**src/rtl/core/dch_pkg.sv**
```systemverilog
// ----------------------------------------------------------------------------
// dch_pkg
// Shared types and constants of the dominant column height block.
// ----------------------------------------------------------------------------
`default_nettype none

package dch_pkg;

  localparam int COORD_W    = 16;
  localparam int HEIGHT_W   = 16;
  localparam int WIN_W      = 10;
  localparam int MINH_W     = 13;
  localparam int BIAS_W     = 8;
  localparam int SIDE_W     = 17;
  localparam int MC_W       = 13;
  localparam int BIN_W      = 9;
  localparam int SUM_W      = 30;
  localparam int CFG_IDX_W  = 2;
  localparam int CFG_DATA_W = 13;
  localparam int IN_DATA_W  = 32;
  localparam int OUT_DATA_W = 40;

  localparam int COORD_OFFSET_MM = 13000;
  // x / 10 == (x * 52429) >> 19 for any x below 2^16
  localparam int RECIP_10    = 52429;
  localparam int RECIP_SHIFT = 19;

  localparam logic [CFG_IDX_W-1:0] CFG_MATCH_WINDOW = 2'd0;
  localparam logic [CFG_IDX_W-1:0] CFG_MIN_HEIGHT   = 2'd1;
  localparam logic [CFG_IDX_W-1:0] CFG_OUTPUT_BIAS  = 2'd2;

  localparam logic [WIN_W-1:0]  WIN_RESET  = 10'd10;
  localparam logic [MINH_W-1:0] MINH_RESET = 13'd1000;
  localparam logic [BIAS_W-1:0] BIAS_RESET = 8'd5;

  typedef struct packed {
    logic clr_step;   // reset sweep of column and histogram memories
    logic load;       // take a point word
    logic lookup;     // column lookup of the held point
    logic col_update; // column max write back
    logic col_rd;     // read and zero one column max
    logic col_eval;   // qualify column max, find its bin
    logic hist_rd;
    logic hist_wr;
    logic srch_step;  // read and zero one bin, feed max search
    logic dom_latch;
    logic acc_step;   // read one stored height for averaging
    logic div_start;
    logic out_load;
    logic set_clear;
    logic idx_clr;
    logic idx_inc;
  } cmd_t;

  typedef struct packed {
    logic last_clr;
    logic last_col;
    logic last_bin;
    logic last_pt;
    logic last_set;
    logic div_busy;
  } sts_t;

endpackage

`default_nettype wire

```
**src/rtl/core/dch_ctrl.sv**
```systemverilog
// ----------------------------------------------------------------------------
// dch_ctrl
// Sequencer: reset sweep, point load, column pass, bin search, averaging,
// division and result hand-off.
// ----------------------------------------------------------------------------
`default_nettype none

module dch_ctrl (
  input  wire logic          clk_i,
  input  wire logic          rst_ni,
  input  wire logic          in_valid_i,
  output logic               in_ready_o,
  output logic               out_valid_o,
  input  wire logic          out_ready_i,
  input  wire dch_pkg::sts_t sts_i,
  output dch_pkg::cmd_t      cmd_o
);

  typedef enum logic [3:0] {
    ST_CLR, ST_IDLE, ST_LD_RD, ST_LD_WR, ST_COL_RD, ST_COL_EV, ST_COL_HR,
    ST_COL_HW, ST_SRCH, ST_SRCH_END, ST_DOM, ST_ACC, ST_ACC_END, ST_DIV_GO,
    ST_DIV_WAIT, ST_OUT
  } state_e;

  state_e state_q, state_d;
  logic   out_valid_q, out_valid_d;

  assign in_ready_o  = (state_q == ST_IDLE);
  assign out_valid_o = out_valid_q;

  always_comb begin
    state_d     = state_q;
    out_valid_d = out_valid_q;
    cmd_o       = '0;
    case (state_q)
      ST_CLR: begin
        cmd_o.clr_step = 1'b1;
        if (sts_i.last_clr) begin
          cmd_o.idx_clr = 1'b1;
          state_d       = ST_IDLE;
        end else begin
          cmd_o.idx_inc = 1'b1;
        end
      end
      ST_IDLE: begin
        if (in_valid_i) begin
          cmd_o.load = 1'b1;
          state_d    = ST_LD_RD;
        end
      end
      ST_LD_RD: begin
        cmd_o.lookup = 1'b1;
        state_d      = ST_LD_WR;
      end
      ST_LD_WR: begin
        cmd_o.col_update = 1'b1;
        state_d          = sts_i.last_set ? ST_COL_RD : ST_IDLE;
      end
      ST_COL_RD: begin
        cmd_o.col_rd = 1'b1;
        state_d      = ST_COL_EV;
      end
      ST_COL_EV: begin
        cmd_o.col_eval = 1'b1;
        state_d        = ST_COL_HR;
      end
      ST_COL_HR: begin
        cmd_o.hist_rd = 1'b1;
        state_d       = ST_COL_HW;
      end
      ST_COL_HW: begin
        cmd_o.hist_wr = 1'b1;
        if (sts_i.last_col) begin
          cmd_o.idx_clr = 1'b1;
          state_d       = ST_SRCH;
        end else begin
          cmd_o.idx_inc = 1'b1;
          state_d       = ST_COL_RD;
        end
      end
      ST_SRCH: begin
        cmd_o.srch_step = 1'b1;
        if (sts_i.last_bin) begin
          cmd_o.idx_clr = 1'b1;
          state_d       = ST_SRCH_END;
        end else begin
          cmd_o.idx_inc = 1'b1;
        end
      end
      ST_SRCH_END: state_d = ST_DOM;
      ST_DOM: begin
        cmd_o.dom_latch = 1'b1;
        state_d         = ST_ACC;
      end
      ST_ACC: begin
        cmd_o.acc_step = 1'b1;
        if (sts_i.last_pt) begin
          cmd_o.idx_clr = 1'b1;
          state_d       = ST_ACC_END;
        end else begin
          cmd_o.idx_inc = 1'b1;
        end
      end
      ST_ACC_END: state_d = ST_DIV_GO;
      ST_DIV_GO: begin
        cmd_o.div_start = 1'b1;
        state_d         = ST_DIV_WAIT;
      end
      ST_DIV_WAIT: begin
        if (!sts_i.div_busy) begin
          cmd_o.out_load = 1'b1;
          out_valid_d    = 1'b1;
          state_d        = ST_OUT;
        end
      end
      ST_OUT: begin
        if (out_ready_i) begin
          cmd_o.set_clear = 1'b1;
          out_valid_d     = 1'b0;
          state_d         = ST_IDLE;
        end
      end
      default: state_d = ST_CLR;
    endcase
  end

  always_ff @(posedge clk_i or negedge rst_ni) begin
    if (!rst_ni) begin
      state_q     <= ST_CLR;
      out_valid_q <= 1'b0;
    end else begin
      state_q     <= state_d;
      out_valid_q <= out_valid_d;
    end
  end

endmodule

`default_nettype wire

```
**config.mk**
```make
export PLATFORM = sky130hd
export DESIGN_NAME = dch_ctrl
export DESIGN_NICKNAME = d
export VERILOG_FILES = /design/src/rtl/core/dch_pkg.sv /design/src/rtl/core/dch_ctrl.sv
export SDC_FILE = /design/constraint.sdc
export NUM_CORES = 1
export LEC_CHECK = 0
export ABC_AREA = 0
export BUFFER_PORTS_ARGS = -buffer_cell sky130_fd_sc_hd__buf_2
export CAP_MARGIN = 5
export CORE_AREA = 4 4 41 43
export DETAILED_ROUTE_END_ITERATION = 12
export DIE_AREA = 0 0 45 47
export PLACE_DENSITY_LB_ADDON = 0.05
export SYNTH_ARGS = -nofsm -noshare
export SYNTH_HDL_FRONTEND = slang
export SYNTH_SLANG_ARGS = --single-unit
```
**constraint.sdc**
```tcl
create_clock -name clk_i -period 1.55 [get_ports clk_i]
set_input_delay 0.2325 -clock clk_i [delete_from_list [all_inputs] [get_ports clk_i]]
set_output_delay 0.2325 -clock clk_i [all_outputs]
set_load 0.005 [all_outputs]
```
==> impl_metrics.toml <==
[yosys]
ys_seq_area_frac = 0.2618
netlist_area_um2 = 478.0
synth_cell_types = 29
synth_warnings = 0
synth_area_per_cell_um2 = 7.029
synth_fp_nets = 78
synth-seq-cells = 5
synthCells = 68

[worst_setup_path]
crit_arrival_ns = 1.40
crit_type = "reg -> out"
setup.worst_path.end_class = "primary output"
cp-start-kind = "flop"
critPathRequiredTime_ns = 1.32
cp_max_fo = 5

[final_layout]
finalNetCount = 130
final_cells = 134
fill_cells = 109
multi_input_area_um2 = 400.4
utilization = 0.7269
drive_gt1_frac = 0.6134
seqCellArea_um2 = 130.1
n_antenna_cell = 0
syn2layout_area_growth_pct = 97.91
final_area_um2 = 945.9

[global_routing]
grtUsageMet3 = 0.05747
grt_first_pass_wirelength_mm = 2.739
grt_max_degree = 12
antenna_found_initial = 0
first_global_vias = 664
grt_usage = 0.1789
top_usage_layer = "met2"
grt_use_met2 = 0.2910
grt_overflow_total = 0
grt.met1_usage = 0.2243

[drt]
drc = 0
drtIter0Drc = 15
wl_mm = 1.843
drtAntennaViolNets = 0
num_vias = 704
wire_per_inst_um = 13.75
vias_per_cell = 5.254
drt_pass1_iterations = 4

[place]
dpl_cell_area_um2 = 670.6
dpl.cell_count = 113
hpwl_mm = 1.181
numPortBuffers = 27
place_congestion = 0.8342
pre_cts_ws_ns = 0.07075

[outcome]
violations = "negative setup slack"
status = "finished, violations left"

[cts]
cts_root_buf = "clkbuf_4"
clk_latency_ns = 0.24
cts_tree = "yes"
cts_made_buffers = 3
cts_buffer_depth = 2
clk_pin_slew_worst_paths_ns = 0.04
htreeDepth = 1
cts_sinks = 5

[power_and_ir_drop]
p_int_mw = 1.110
combPwrFrac = 0.763
p_sw_mw = 0.8910
p_leak_nw = 0.4617
pwr-share-clk = 0.076
ir_worst_vdd_uv = 1114
total_power_mw = 2.001
power_density_nw_per_um2 = 2115
swShare = 0.4453
p_seq_frac = 0.161

[sta]
finalHoldViolations = 0
setup_ws_ns = -0.07818
tightest_slew_ns = 0.3779
slew_headroom = 0.7441
skew_ns = 0.002133
slew_violations = 0
rsz0062_at_grt = "true"
fin_crit_sh = 1.050
fmax_ghz = 0.6142
setup_viol = 3
finalCriticalPeriod_ns = 1.628

[floorplanning]
core-area_um2 = 1301
ios = 28
initial_core_util = 0.3673
placementRows = 13
die_area_um2 = 2115
die_x_um = 45
die_height_um = 47

[job]
cap_viol_max_count = 0

[min_path]
min_path_type = "in -> reg"
[layout make-up]
| class | instances | share of cell area |
|---|---|---|
| Sequential cell | 5 | 0.1376 |
| Clock buffer | 4 | 0.02778 |
| Timing Repair Buffer | 51 | 0.3743 |
| Tap cell | 15 | 0.01984 |
| Inverter | 3 | 0.01720 |
| Multi-Input combinational cell | 56 | 0.4233 |
[per-stage QoR]
stage	TNS [ns]	hold slack, ns
6_report	-0.1494	0.3231
5_1_grt	-0.4670	0.3151
4_1_cts	-0.1644	0.3148
3_5_place_dp	0	0.05027
3_3_place_gp	0	0.05290
2_1_floorplan	0	-0.06309
[power groups by stage]
stage / clock network, mW / logic, mW / registers (mW)
finish: 0.152 / 1.53 / 0.322
global placement: 0 / 0.871 / 0.338
detailed placement: 0 / 0.872 / 0.338
CTS: 0.158 / 1.35 / 0.314
global route: 0.172 / 1.66 / 0.329
floorplan: 0 / 0.590 / 0.251
[flip-flops by register name, indices dropped and copies added (netlist names)]
register / flops
state_q: 4
out_valid_o: 1
[final timing paths]
check / startpoint / endpoint / slack (ns) / cells past startpoint
max: state_q[0] / cmd_o[1] / -0.08 / 5
min: sts_i[4] / state_q[3] / 0.32 / 2
max reg2reg: state_q[1] / state_q[0] / 0.09 / 5
min reg2reg: out_valid_o / out_valid_o / 0.53 / 2
max in group asynchronous: rst_ni / state_q[0] / 1.07 / 2
min in group asynchronous: rst_ni / state_q[3] / 0.34 / 2
[layer usage]
metal	wire length (um)	up-vias
li1	-	353
met1	782	323
met2	931	28
met3	129	0
met4	0	0
met5	0	-
[placed cells by master, fill, tap and decap left out, types with 3 or more instances in the layout]
cell type	n
buf_2	28
buf_4	14
nor2_1	10
buf_6	7
nand2_1	5
o21ai_1	4
dfrtp_2	4
nor3_1	3
clkbuf_4	3
[synthesized netlist by cell type, drive strengths merged]
cell type  instances  area share
nor3               6       0.063
dfrtp              5        0.26
a32oi              1       0.018
nor4               1       0.013
nand3              2       0.021
inv                3       0.024
nand2b             2       0.026
mux2i              1       0.021
or3                2       0.026
a21o               1       0.016
a31oi              2       0.026
o221ai             1       0.018
o311ai             1       0.018
a41o               1       0.021
nand2              8       0.063
o31a               1       0.018
and2               1       0.013
buf                4       0.055
nor4b              1       0.031
o22ai              1       0.013
a21oi              2       0.021
o21ai              5       0.052
nor2              13        0.11
a211o              1       0.018
a22oi              1       0.016
o22a               1       0.018
[repair_timing]
action / in CTS / in global routing
pin swaps: 5 / 1
buffers inserted: 14 / 2
setup endpoints to repair: 11 / 13
gates resized for setup: 23 / 11
hold endpoints to repair: 5 / 0
hold buffers: 1 / 0
cloned: 0 / 0
[cell families (layout without fill, tap and decap cells)]
family                 Yosys count  in the layout  share of synthesized area
AOI/OAI and AO/OA               19             19                     0.2749
buffers and inverters            7             58                    0.07852
muxes                            1              1                    0.02094
DFF                              5              5                     0.2618
and+or+nand+nor                 36             36                     0.3639
[worst max-delay path: stages, from the launching register on]
cell and delay [ns]:
dfrtp_2 0.44, buf_6 0.15, nor3_4 0.18, a32oi_1 0.09, o22ai_1 0.16, buf_2 0.14
Note: power is estimated with default switching activity, not from simulation.
